**src/design/clm_pkg.sv**
```systemverilog
// shared types, constants and codes of the circular list manager
package clm_pkg;

    localparam int CAPACITY_DEF = 64;
    localparam int ELEM_W       = 32;
    localparam int FUNC_W       = 3;
    localparam int POS_W        = 7;
    localparam int ROT_W        = 16;
    localparam int STAT_W       = 3;
    localparam int CNT_W        = 7;
    localparam int BCNT_W       = $clog2(ROT_W);
    localparam int S_TDATA_W    = ((POS_W + ELEM_W + ROT_W + 7) / 8) * 8;
    localparam int M_TDATA_W    = ((ELEM_W + CNT_W + 7) / 8) * 8;

    typedef enum logic [FUNC_W-1:0] {
        FN_INSERT   = 3'd0,
        FN_READ     = 3'd1,
        FN_REMOVE   = 3'd2,
        FN_MATCH    = 3'd3,
        FN_REVERSE  = 3'd4,
        FN_ROTATE   = 3'd5
    } func_t;

    typedef enum logic [STAT_W-1:0] {
        STAT_OK        = 3'd0,
        STAT_BAD_POS   = 3'd1,
        STAT_FULL      = 3'd2,
        STAT_EMPTY     = 3'd3,
        STAT_NOT_FOUND = 3'd4
    } status_t;

    typedef enum logic [3:0] {
        S_IDLE,
        S_DECODE,
        S_TAKE_WT,
        S_MOD,
        S_WALK_GO,
        S_WALK,
        S_FIN1,
        S_FIN2,
        S_RESP
    } state_t;

    // controller to datapath
    typedef struct packed {
        logic load;
        logic decode;
        logic take_pop;
        logic mod_step;
        logic walk_start;
        logic walk;
        logic fin1;
        logic fin2;
        logic respond;
    } cmd_t;

    // datapath to controller
    typedef struct packed {
        func_t   func;
        status_t chk;
        logic    empty;
        logic    pop_read;
        logic    mod_done;
        logic    hit;
        logic    miss;
        logic    out_free;
    } sts_t;

endpackage

```
**src/design/circular_list_manager_top.sv**
```systemverilog
// top level of the circular list manager
//
// usage: one command transfer on the s_axis channel (operation code in tuser,
// position, value and rotate count in tdata) gives exactly one result transfer
// on the m_axis channel (status in tuser, element and resulting count in tdata)
// the list lives in two stores of CAPACITY slots: element data and successor
// links; a tail pointer, a length, a free slot stack threaded through the
// link store and a first-never-used mark complete the state
// walking: operations that follow links walk one link a cycle through the
// link store's registered read port, up to the length and at most CAPACITY
// links; insert, remove and a found match then update links in FIN1 and FIN2,
// an insert that pops a stacked slot first reads its link in S_TAKE_WT, and
// rotate first reduces its count modulo the length one bit a cycle; an insert
// into an empty list walks nothing; status errors, unused codes and reverse or
// rotate of an empty list answer without walking
// one item is worked at a time; s_axis_tready is high only while idle
// the result sits in an output register, so a stalled receiver holds the next
// item only at its response step; payload holds while m_axis_tvalid is
// high and m_axis_tready low
// reset: the list is empty, the free stack empty and no result pending; no
// clearing pass is needed since unwritten slots are never read
module circular_list_manager_top #(
    parameter int CAPACITY = clm_pkg::CAPACITY_DEF
) (
    input  logic                          clk,
    input  logic                          rst_n,
    input  logic                          s_axis_tvalid,
    output logic                          s_axis_tready,
    // position, value, rotate_count, zero fill
    input  logic [clm_pkg::S_TDATA_W-1:0] s_axis_tdata,
    // func
    input  logic [clm_pkg::FUNC_W-1:0]    s_axis_tuser,
    output logic                          m_axis_tvalid,
    input  logic                          m_axis_tready,
    // data, count, zero fill
    output logic [clm_pkg::M_TDATA_W-1:0] m_axis_tdata,
    // status
    output logic [clm_pkg::STAT_W-1:0]    m_axis_tuser
);

    localparam int POS_W = clm_pkg::POS_W;
    localparam int EW    = clm_pkg::ELEM_W;
    localparam int RW    = clm_pkg::ROT_W;
    localparam int CNT_W = clm_pkg::CNT_W;

    clm_pkg::cmd_t cmd;
    clm_pkg::sts_t sts;

    logic [EW-1:0]    res_data;
    logic [CNT_W-1:0] res_count;

    // controller: command sequencing only
    clm_ctrl u_ctrl (
        .clk      (clk),
        .rst_n    (rst_n),
        .in_valid (s_axis_tvalid),
        .in_ready (s_axis_tready),
        .sts      (sts),
        .cmd      (cmd)
    );

    // datapath: stores, walker, remainder unit and result register
    clm_dp #(.CAPACITY(CAPACITY)) u_dp (
        .clk             (clk),
        .rst_n           (rst_n),
        .cmd             (cmd),
        .sts             (sts),
        .in_func         (s_axis_tuser),
        .in_position     (s_axis_tdata[POS_W-1:0]),
        .in_value        (s_axis_tdata[POS_W +: EW]),
        .in_rotate_count (s_axis_tdata[POS_W + EW +: RW]),
        .out_ready       (m_axis_tready),
        .out_valid       (m_axis_tvalid),
        .out_data        (res_data),
        .out_status      (m_axis_tuser),
        .out_count       (res_count)
    );

    assign m_axis_tdata = clm_pkg::M_TDATA_W'({res_count, res_data});

endmodule

```
**src/design/clm_ram.sv**
```systemverilog
// generic simple dual port ram with registered read
module clm_ram #(
    parameter int WIDTH = 32,
    parameter int DEPTH = 64
) (
    input  logic                     clk,
    input  logic                     we,
    input  logic [$clog2(DEPTH)-1:0] waddr,
    input  logic [WIDTH-1:0]         wdata,
    input  logic [$clog2(DEPTH)-1:0] raddr,
    output logic [WIDTH-1:0]         rdata
);

    logic [WIDTH-1:0] mem_reg [DEPTH];
    logic [WIDTH-1:0] rdata_reg;

    always_ff @(posedge clk)
    begin
        if (we)
        begin
            mem_reg[waddr] <= wdata;
        end
        rdata_reg <= mem_reg[raddr];
    end

    assign rdata = rdata_reg;

endmodule

```
**src/design/clm_ctrl.sv**
```systemverilog
// sequencing state machine of the circular list manager
module clm_ctrl (
    input  logic          clk,
    input  logic          rst_n,
    input  logic          in_valid,
    output logic          in_ready,
    input  clm_pkg::sts_t sts,
    output clm_pkg::cmd_t cmd
);

    clm_pkg::state_t state_reg, state_next;

    always_ff @(posedge clk or negedge rst_n)
    begin
        if (!rst_n)
        begin
            state_reg <= clm_pkg::S_IDLE;
        end
        else
        begin
            state_reg <= state_next;
        end
    end

    always_comb
    begin
        state_next = state_reg;
        cmd        = '0;
        in_ready   = 1'b0;
        unique case (state_reg)
            clm_pkg::S_IDLE:
            begin
                in_ready = 1'b1;
                if (in_valid)
                begin
                    cmd.load   = 1'b1;
                    state_next = clm_pkg::S_DECODE;
                end
            end
            clm_pkg::S_DECODE:
            begin
                cmd.decode = 1'b1;
                if (sts.chk != clm_pkg::STAT_OK)
                begin
                    state_next = clm_pkg::S_RESP;
                end
                else
                begin
                    priority case (sts.func)
                        clm_pkg::FN_INSERT:
                        begin
                            if (sts.pop_read)
                                state_next = clm_pkg::S_TAKE_WT;
                            else if (sts.empty)
                                state_next = clm_pkg::S_FIN1;
                            else
                                state_next = clm_pkg::S_WALK_GO;
                        end
                        clm_pkg::FN_READ, clm_pkg::FN_REMOVE, clm_pkg::FN_MATCH:
                            state_next = clm_pkg::S_WALK_GO;
                        clm_pkg::FN_REVERSE:
                            state_next = sts.empty ? clm_pkg::S_RESP : clm_pkg::S_WALK_GO;
                        clm_pkg::FN_ROTATE:
                            state_next = sts.empty ? clm_pkg::S_RESP : clm_pkg::S_MOD;
                        default:
                            state_next = clm_pkg::S_RESP;
                    endcase
                end
            end
            clm_pkg::S_TAKE_WT:
            begin
                cmd.take_pop = 1'b1;
                state_next   = sts.empty ? clm_pkg::S_FIN1 : clm_pkg::S_WALK_GO;
            end
            clm_pkg::S_MOD:
            begin
                cmd.mod_step = 1'b1;
                if (sts.mod_done)
                    state_next = clm_pkg::S_WALK_GO;
            end
            clm_pkg::S_WALK_GO:
            begin
                cmd.walk_start = 1'b1;
                state_next     = clm_pkg::S_WALK;
            end
            clm_pkg::S_WALK:
            begin
                cmd.walk = 1'b1;
                if (sts.hit)
                begin
                    if (sts.func == clm_pkg::FN_INSERT || sts.func == clm_pkg::FN_REMOVE
                        || sts.func == clm_pkg::FN_MATCH)
                        state_next = clm_pkg::S_FIN1;
                    else
                        state_next = clm_pkg::S_RESP;
                end
                else if (sts.miss)
                begin
                    state_next = clm_pkg::S_RESP;
                end
            end
            clm_pkg::S_FIN1:
            begin
                cmd.fin1   = 1'b1;
                state_next = clm_pkg::S_FIN2;
            end
            clm_pkg::S_FIN2:
            begin
                cmd.fin2   = 1'b1;
                state_next = clm_pkg::S_RESP;
            end
            clm_pkg::S_RESP:
            begin
                if (sts.out_free)
                begin
                    cmd.respond = 1'b1;
                    state_next  = clm_pkg::S_IDLE;
                end
            end
            default:
                state_next = clm_pkg::S_IDLE;
        endcase
    end

endmodule

```
**src/design/clm_dp.sv**
```systemverilog
// datapath: list registers, link walker, modulo unit, stores and result register
module clm_dp #(
    parameter int CAPACITY = clm_pkg::CAPACITY_DEF
) (
    input  logic                       clk,
    input  logic                       rst_n,
    input  clm_pkg::cmd_t              cmd,
    output clm_pkg::sts_t              sts,
    input  logic [clm_pkg::FUNC_W-1:0] in_func,
    input  logic [clm_pkg::POS_W-1:0]  in_position,
    input  logic [clm_pkg::ELEM_W-1:0] in_value,
    input  logic [clm_pkg::ROT_W-1:0]  in_rotate_count,
    input  logic                       out_ready,
    output logic                       out_valid,
    output logic [clm_pkg::ELEM_W-1:0] out_data,
    output logic [clm_pkg::STAT_W-1:0] out_status,
    output logic [clm_pkg::CNT_W-1:0]  out_count
);

    localparam int PW     = $clog2(CAPACITY);
    localparam int LW     = $clog2(CAPACITY + 1);
    localparam int CW     = ((LW > clm_pkg::POS_W) ? LW : clm_pkg::POS_W) + 1;
    localparam int EW     = clm_pkg::ELEM_W;
    localparam int RW     = clm_pkg::ROT_W;
    localparam int BW     = clm_pkg::BCNT_W;
    localparam int CNT_W  = clm_pkg::CNT_W;

    // control registers
    logic [PW-1:0]    tail_reg, tail_next;
    logic [LW-1:0]    len_reg, len_next;
    logic [PW-1:0]    ftop_reg, ftop_next;
    logic             fvld_reg, fvld_next;
    logic [LW-1:0]    unused_reg, unused_next;
    logic             out_vld_reg, out_vld_next;

    // payload registers
    clm_pkg::func_t   func_reg, func_next;
    logic [clm_pkg::POS_W-1:0] pos_reg, pos_next;
    logic [EW-1:0]    val_reg, val_next;
    logic [RW-1:0]    rot_sh_reg, rot_sh_next;
    logic [LW-1:0]    rem_reg, rem_next;
    logic [BW-1:0]    bcnt_reg, bcnt_next;
    logic [PW-1:0]    hole_reg, hole_next;
    logic [PW-1:0]    prev_reg, prev_next;
    logic [PW-1:0]    cur_reg, cur_next;
    logic [PW-1:0]    nxt_reg, nxt_next;
    logic [LW-1:0]    cnt_reg, cnt_next;
    logic [EW-1:0]    data_reg, data_next;
    clm_pkg::status_t stat_reg, stat_next;
    logic [EW-1:0]    out_data_reg, out_data_next;
    clm_pkg::status_t out_stat_reg, out_stat_next;
    logic [CNT_W-1:0] out_cnt_reg, out_cnt_next;

    // store ports
    logic             lk_we;
    logic [PW-1:0]    lk_waddr, lk_wdata, lk_q;
    logic             el_we;
    logic [EW-1:0]    el_q;
    logic [PW-1:0]    rd_addr;

    logic [CW-1:0]    pos_c, len_c, cnt_c, tgt_ins;
    logic             empty, pop_read, hit, miss, is_rm;
    clm_pkg::status_t chk;
    logic [LW:0]      mod_t;

    clm_ram #(.WIDTH(PW), .DEPTH(CAPACITY)) u_link_ram (
        .clk   (clk),
        .we    (lk_we),
        .waddr (lk_waddr),
        .wdata (lk_wdata),
        .raddr (rd_addr),
        .rdata (lk_q)
    );

    clm_ram #(.WIDTH(EW), .DEPTH(CAPACITY)) u_elem_ram (
        .clk   (clk),
        .we    (el_we),
        .waddr (hole_reg),
        .wdata (val_reg),
        .raddr (rd_addr),
        .rdata (el_q)
    );

    assign pos_c   = CW'(pos_reg);
    assign len_c   = CW'(len_reg);
    assign cnt_c   = CW'(cnt_reg);
    assign empty   = (len_reg == '0);
    assign is_rm   = (func_reg == clm_pkg::FN_REMOVE) || (func_reg == clm_pkg::FN_MATCH);
    // a pop needs the link of the stack top unless it is the last stacked slot
    assign pop_read = fvld_reg && !((len_c + CW'(1)) >= CW'(unused_reg));
    // append walks no links: the successor of the tail is the head
    assign tgt_ins = (pos_c == len_c) ? '0 : pos_c;

    always_comb
    begin
        chk = clm_pkg::STAT_OK;
        if (func_reg == clm_pkg::FN_INSERT)
        begin
            if (pos_c > len_c)
                chk = clm_pkg::STAT_BAD_POS;
            else if (len_c >= CW'(CAPACITY))
                chk = clm_pkg::STAT_FULL;
        end
        else if (func_reg == clm_pkg::FN_READ || func_reg == clm_pkg::FN_REMOVE)
        begin
            if (empty)
                chk = clm_pkg::STAT_EMPTY;
            else if (pos_c >= len_c)
                chk = clm_pkg::STAT_BAD_POS;
        end
        else if (func_reg == clm_pkg::FN_MATCH)
        begin
            if (empty)
                chk = clm_pkg::STAT_EMPTY;
        end
    end

    // cur_reg is the node cnt_reg links past the tail; lk_q and el_q belong to it
    always_comb
    begin
        hit = 1'b0;
        priority case (func_reg)
            clm_pkg::FN_INSERT:  hit = (cnt_c == tgt_ins);
            clm_pkg::FN_READ,
            clm_pkg::FN_REMOVE:  hit = (cnt_c == pos_c + CW'(1));
            clm_pkg::FN_MATCH:   hit = (cnt_reg != '0) && (el_q == val_reg);
            clm_pkg::FN_REVERSE: hit = (cnt_c == len_c);
            clm_pkg::FN_ROTATE:  hit = (cnt_c == CW'(rem_reg));
            default:             hit = 1'b1;
        endcase
    end

    assign miss = (func_reg == clm_pkg::FN_MATCH) && !hit && (cnt_c == len_c);

    always_comb
    begin
        sts.func     = func_reg;
        sts.chk      = chk;
        sts.empty    = empty;
        sts.pop_read = pop_read;
        sts.mod_done = (bcnt_reg == BW'(RW - 1));
        sts.hit      = hit;
        sts.miss     = miss;
        sts.out_free = !out_vld_reg || out_ready;
    end

    always_comb
    begin
        tail_next     = tail_reg;
        len_next      = len_reg;
        ftop_next     = ftop_reg;
        fvld_next     = fvld_reg;
        unused_next   = unused_reg;
        out_vld_next  = out_vld_reg;
        func_next     = func_reg;
        pos_next      = pos_reg;
        val_next      = val_reg;
        rot_sh_next   = rot_sh_reg;
        rem_next      = rem_reg;
        bcnt_next     = bcnt_reg;
        hole_next     = hole_reg;
        prev_next     = prev_reg;
        cur_next      = cur_reg;
        nxt_next      = nxt_reg;
        cnt_next      = cnt_reg;
        data_next     = data_reg;
        stat_next     = stat_reg;
        out_data_next = out_data_reg;
        out_stat_next = out_stat_reg;
        out_cnt_next  = out_cnt_reg;
        lk_we         = 1'b0;
        lk_waddr      = cur_reg;
        lk_wdata      = prev_reg;
        el_we         = 1'b0;
        mod_t         = {rem_reg, rot_sh_reg[RW-1]};
        rd_addr       = lk_q;

        if (cmd.take_pop || cmd.walk_start || cmd.decode)
            rd_addr = cmd.walk_start ? tail_reg : ftop_reg;

        if (cmd.load)
        begin
            func_next   = clm_pkg::func_t'(in_func);
            pos_next    = in_position;
            val_next    = in_value;
            rot_sh_next = in_rotate_count;
            rem_next    = '0;
            bcnt_next   = '0;
            data_next   = '0;
            stat_next   = clm_pkg::STAT_OK;
        end

        if (cmd.decode)
        begin
            stat_next = chk;
            if (func_reg == clm_pkg::FN_INSERT && chk == clm_pkg::STAT_OK)
            begin
                if (!fvld_reg)
                begin
                    hole_next   = unused_reg[PW-1:0];
                    unused_next = unused_reg + LW'(1);
                end
                else
                begin
                    hole_next = ftop_reg;
                    if (!pop_read)
                        fvld_next = 1'b0;
                end
            end
        end

        if (cmd.take_pop)
            ftop_next = lk_q;

        // restoring remainder, one quotient bit a cycle
        if (cmd.mod_step)
        begin
            if (mod_t >= {1'b0, len_reg})
                mod_t = mod_t - {1'b0, len_reg};
            rem_next    = mod_t[LW-1:0];
            rot_sh_next = rot_sh_reg << 1;
            bcnt_next   = bcnt_reg + BW'(1);
        end

        if (cmd.walk_start)
        begin
            cur_next = tail_reg;
            cnt_next = '0;
        end

        if (cmd.walk)
        begin
            // reversal turns each visited link back to its predecessor
            if (func_reg == clm_pkg::FN_REVERSE && cnt_reg != '0)
            begin
                lk_we    = 1'b1;
                lk_waddr = cur_reg;
                lk_wdata = prev_reg;
                if (cnt_reg == LW'(1))
                    tail_next = cur_reg;
            end
            if (hit)
            begin
                nxt_next = lk_q;
                if (func_reg == clm_pkg::FN_READ || is_rm)
                    data_next = el_q;
                if (func_reg == clm_pkg::FN_ROTATE)
                    tail_next = cur_reg;
            end
            else if (miss)
            begin
                stat_next = clm_pkg::STAT_NOT_FOUND;
            end
            else
            begin
                prev_next = cur_reg;
                cur_next  = lk_q;
                cnt_next  = cnt_reg + LW'(1);
            end
        end

        if (cmd.fin1)
        begin
            lk_we = 1'b1;
            if (func_reg == clm_pkg::FN_INSERT)
            begin
                lk_waddr = hole_reg;
                lk_wdata = empty ? hole_reg : nxt_reg;
                el_we    = 1'b1;
            end
            else
            begin
                lk_waddr = prev_reg;
                lk_wdata = nxt_reg;
                len_next = len_reg - LW'(1);
                if (cur_reg == tail_reg)
                    tail_next = prev_reg;
            end
        end

        if (cmd.fin2)
        begin
            if (func_reg == clm_pkg::FN_INSERT)
            begin
                lk_we    = 1'b1;
                lk_waddr = empty ? hole_reg : cur_reg;
                lk_wdata = hole_reg;
                if (pos_c == len_c)
                    tail_next = hole_reg;
                len_next = len_reg + LW'(1);
            end
            else
            begin
                // freed slot goes on the stack, linked to the old top if the stack held one
                lk_we     = fvld_reg;
                lk_waddr  = cur_reg;
                lk_wdata  = ftop_reg;
                ftop_next = cur_reg;
                fvld_next = 1'b1;
            end
        end

        if (cmd.respond)
        begin
            out_vld_next  = 1'b1;
            out_data_next = data_reg;
            out_stat_next = stat_reg;
            out_cnt_next  = CNT_W'(len_reg);
        end
        else if (out_ready)
        begin
            out_vld_next = 1'b0;
        end
    end

    always_ff @(posedge clk or negedge rst_n)
    begin
        if (!rst_n)
        begin
            tail_reg    <= '0;
            len_reg     <= '0;
            ftop_reg    <= '0;
            fvld_reg    <= 1'b0;
            unused_reg  <= '0;
            out_vld_reg <= 1'b0;
        end
        else
        begin
            tail_reg    <= tail_next;
            len_reg     <= len_next;
            ftop_reg    <= ftop_next;
            fvld_reg    <= fvld_next;
            unused_reg  <= unused_next;
            out_vld_reg <= out_vld_next;
        end
    end

    always_ff @(posedge clk)
    begin
        func_reg     <= func_next;
        pos_reg      <= pos_next;
        val_reg      <= val_next;
        rot_sh_reg   <= rot_sh_next;
        rem_reg      <= rem_next;
        bcnt_reg     <= bcnt_next;
        hole_reg     <= hole_next;
        prev_reg     <= prev_next;
        cur_reg      <= cur_next;
        nxt_reg      <= nxt_next;
        cnt_reg      <= cnt_next;
        data_reg     <= data_next;
        stat_reg     <= stat_next;
        out_data_reg <= out_data_next;
        out_stat_reg <= out_stat_next;
        out_cnt_reg  <= out_cnt_next;
    end

    assign out_valid  = out_vld_reg;
    assign out_data   = out_data_reg;
    assign out_status = out_stat_reg;
    assign out_count  = out_cnt_reg;

endmodule

```
**config.mk**
```make
export PLATFORM = sky130hd
export DESIGN_NAME = circular_list_manager_top
export DESIGN_NICKNAME = d
export VERILOG_FILES = /design/src/design/clm_pkg.sv /design/src/design/circular_list_manager_top.sv /design/src/design/clm_ram.sv /design/src/design/clm_ctrl.sv /design/src/design/clm_dp.sv
export SDC_FILE = /design/constraint.sdc
export NUM_CORES = 2
export LEC_CHECK = 0
export BUFFER_PORTS_ARGS = -buffer_cell sky130_fd_sc_hd__buf_2
export CAP_MARGIN = 20
export CORE_UTILIZATION = 35
export CTS_BUF_LIST = sky130_fd_sc_hd__clkbuf_8
export CTS_CLUSTER_DIAMETER = 30
export DETAILED_ROUTE_END_ITERATION = 6
export HOLD_SLACK_MARGIN = 0.05
export PLACE_DENSITY = 0.54
export SLEW_MARGIN = 5
export SYNTH_ARGS = -nofsm -noshare
export SYNTH_HDL_FRONTEND = slang
export SYNTH_SLANG_ARGS = --single-unit
```
**constraint.sdc**
```tcl
create_clock -name clk -period 5.4 [get_ports clk]
set_input_delay 0.54 -clock clk [delete_from_list [all_inputs] [get_ports clk]]
set_output_delay 0.54 -clock clk [all_outputs]
set_load 0.1 [all_outputs]
```
==> reports/qor.yml <==
outcome:
  outcome: "finished with violations"
  violations: "DRC"
global_route:
  grt_max_degree: 86
  grt_usage: 0.210
  overflow: 0
  antenna_found_initial: 26
  grt_pass1_wl_um: 463000
  grt_pass1_vias: 62700
place:
  dpl_cell_area_mm2: 0.114
  hpwl_um: 195000
  gp_congestion: 0.836
  portBuffers: 105
detailed_routing:
  met1_length_um: 134000
  drc: 1
  drtIter0Drc: 7208
  firstDrtPassIters: 7
  wl_met3_um: 28600
  ant_nets: 0
  met2WireLength_um: 157000
  vias: 63100
  wl_um: 330000
  wl_per_cell_um: 28.9
  topRoutingLayerUsed: "met5"
  vias_per_cell: 5.54
sta:
  fin_crit_sh: 0.935
  rsz0062_at_grt: "no"
  fmax_mhz: 198
  fin_crit_ns: 5.05
  hold_viol_final: 0
  holdWs_ns: 0.213
  finalMaxSlewViolations: 0
  max_slew_margin: 0.185
  tns_ns: 0
  skew_ns: 0.139
  finalSetupViolCount: 0
  worstMarginPinSlew_ns: 1.22
critical_path:
  critPathKind: "flop to flop"
  end_kind: "flop"
  cp.arrival_ns: 5.97
  cp_top_family: "simple AND/OR/NAND/NOR gates"
  cp.depth: 10
  crit_chain: "or4b_4, mux2_4, mux2_8, and2_4, a221oi_2, a21oi_1, nor4_2, o21ai_1, buf_4, o311ai_1"
  crit_required_ns: 6.32
  cp_max_fo: 30
  critPathMaxStageDelay_ns: 0.91
  critPathBufInv: 1
  critPathLaunchType: "flop"
  r2r_cells: 10
  critPathSlowestCell: "nor4_2"
clocking:
  cts_tree: "built"
  clock-sinks: 2679
  cts-root-buf: "clkbuf_8"
  cts_buffer_depth: 4
  worstSkewPairLatency_ns: 1.05
  clkTransAtPathRegs_ns: 0.06
  post_cts_buffers: 0
  numCtsBuffers: 542
  cts.htree.levels: 6
logic_synthesis:
  synth_nets: 6399
  synth_common_cells: "2560 x edfxtp_1, 654 x nand2_1, 464 x mux2i_1, 391 x nand3_1, 228 x mux4_2"
  async_reset_ff_frac: 0.0119
  synthDistinctLibCells: 91
  avgSynthCellArea_um2: 16.8
  synthTopCellsByArea: "edfxtp_1 72%, mux4_2 4.8%, mux2i_1 4.4%, nand2_1 2.3%, nand3_1 1.8%"
  synth_ff_type: "edfxtp_1"
  synth_top_area_cell: "edfxtp_1"
  ys_warn_count: 0
  ys_ff_latch: 2679
  netlist_instances: 6305
  post-synth-top-count-cell: "edfxtp_1"
  synth_top_cell_area_share: 0.724
  ys_seq_area_frac: 0.748
  synth-edff-count: 2560
  synth_area_mm2: 0.106
cells_and_area:
  layout.nets: 7087
  nFillCells: 27000
  final_area_mm2: 0.126
  final_util: 0.418
  area_delta_synth_final_pct: 18.4
  drive_above_1_share: 0.221
  largest_reg_flops: 2048
floorplan:
  core_area_mm2: 0.301
  chipHeight_um: 553
  fp-row-count: 201
  dieArea_mm2: 0.305
  ioPinCount: 108
  initial_core_util: 0.353
  die_w_um: 553
hold_path:
  hold_class: "primary input to asynchronous set/reset pin"
flow_run:
  max_cap_viol_count: 0
==> final timing paths <==
check | start | slack, ns | endpoint
worst max-delay path | u_ctrl.state_reg[1]$_DFFE_PN0P_ | 0.35 | u_dp.u_elem_ram.rdata[28]$_DFF_P_
worst min-delay path | rst_n | 0.21 | u_dp.unused_reg[5]$_DFFE_PN0P_
worst max register to register | u_ctrl.state_reg[1]$_DFFE_PN0P_ | 0.35 | u_dp.u_elem_ram.rdata[28]$_DFF_P_
worst min register to register | u_dp.data_reg[3]$_DFF_P_ | 0.44 | u_dp.out_data[3]$_DFFE_PP_
max in group asynchronous | rst_n | 4.60 | u_dp.tail_reg[4]$_DFF_PN0_
min in group clk | s_axis_tdata[19] | 0.22 | u_dp.val_reg[12]$_DFFE_PP_
==> cell usage in the layout (no fill, tap or decap), types with 32 or more instances in the layout <==
master         netlist  final
a221oi_1           192    192
a32o_1              35     32
clkbuf_8             0    562
nand4_1             36     36
nand3_1            391    391
dfrtp_1             32     32
and3_1              55     55
nor3_1              80     73
a21oi_1            158    155
clkinvlp_4           0     33
edfxtp_1          2560   2560
a31oi_1            106    106
clkinv_1             2     76
o21ai_0             69     60
mux2i_1            464    463
mux4_2             228    228
buf_12              12     53
xnor2_1             52     52
buf_4               35    316
inv_1               31    143
nor2_1             210    145
dlygate4sd3_1        0     62
o22ai_1             69     69
nor2_4               0     64
buf_2               77    105
bufinv_16            0     63
clkinv_2             0     88
dfxtp_1             87     87
nand2_1            654    654
==> per-layer routing <==
layer,track usage,vias to the layer above
met4,0.0710,6
li1,-,26800
met5,0,-
met2,0.344,2987
met1,0.279,32800
met3,0.0422,550
==> per-stage QoR <==
step | instances | setup slack (ns)
finish | 11400 | 0.353
global route | 11400 | 0.447
CTS | 11400 | 0.508
detailed placement | 10300 | 0.498
global placement | 10300 | 0.163
floorplan | 6305 | 0.684
==> final cells by class <==
type                    count  area (µm²)  area share
well taps                3958        4950      0.0394
multi-input cells        3198       25100       0.199
inverters                  33         126     0.00101
repair buffers            539        4660      0.0371
flip-flops and latches   2679       79400       0.632
clock inverters           413        3710      0.0295
diodes                      8        20.0    0.000159
clock buffers             562        7730      0.0615
==> cell families (layout without fill, tap and decap cells) <==
logic type / after synthesis / after routing / share of synthesized area
simple gates: 1516 / 1516 / 0.0641
other cells: 1 / 9 / 0.0000353
xor+xnor: 75 / 75 / 0.00619
buf+inv: 428 / 1547 / 0.0235
flops: 2679 / 2679 / 0.748
fa+ha+maj: 32 / 32 / 0.00382
mux: 699 / 699 / 0.0932
compound gates: 875 / 875 / 0.0610
==> timing repair <==
item | CTS | global route
hold buffers | 62 | 0
endpoints found under the hold margin | 93 | 0
resized for setup | 0 | 0
Power is not shown: default switching activity piles up to over one toggle a cycle in this logic, so the estimate is an artifact.
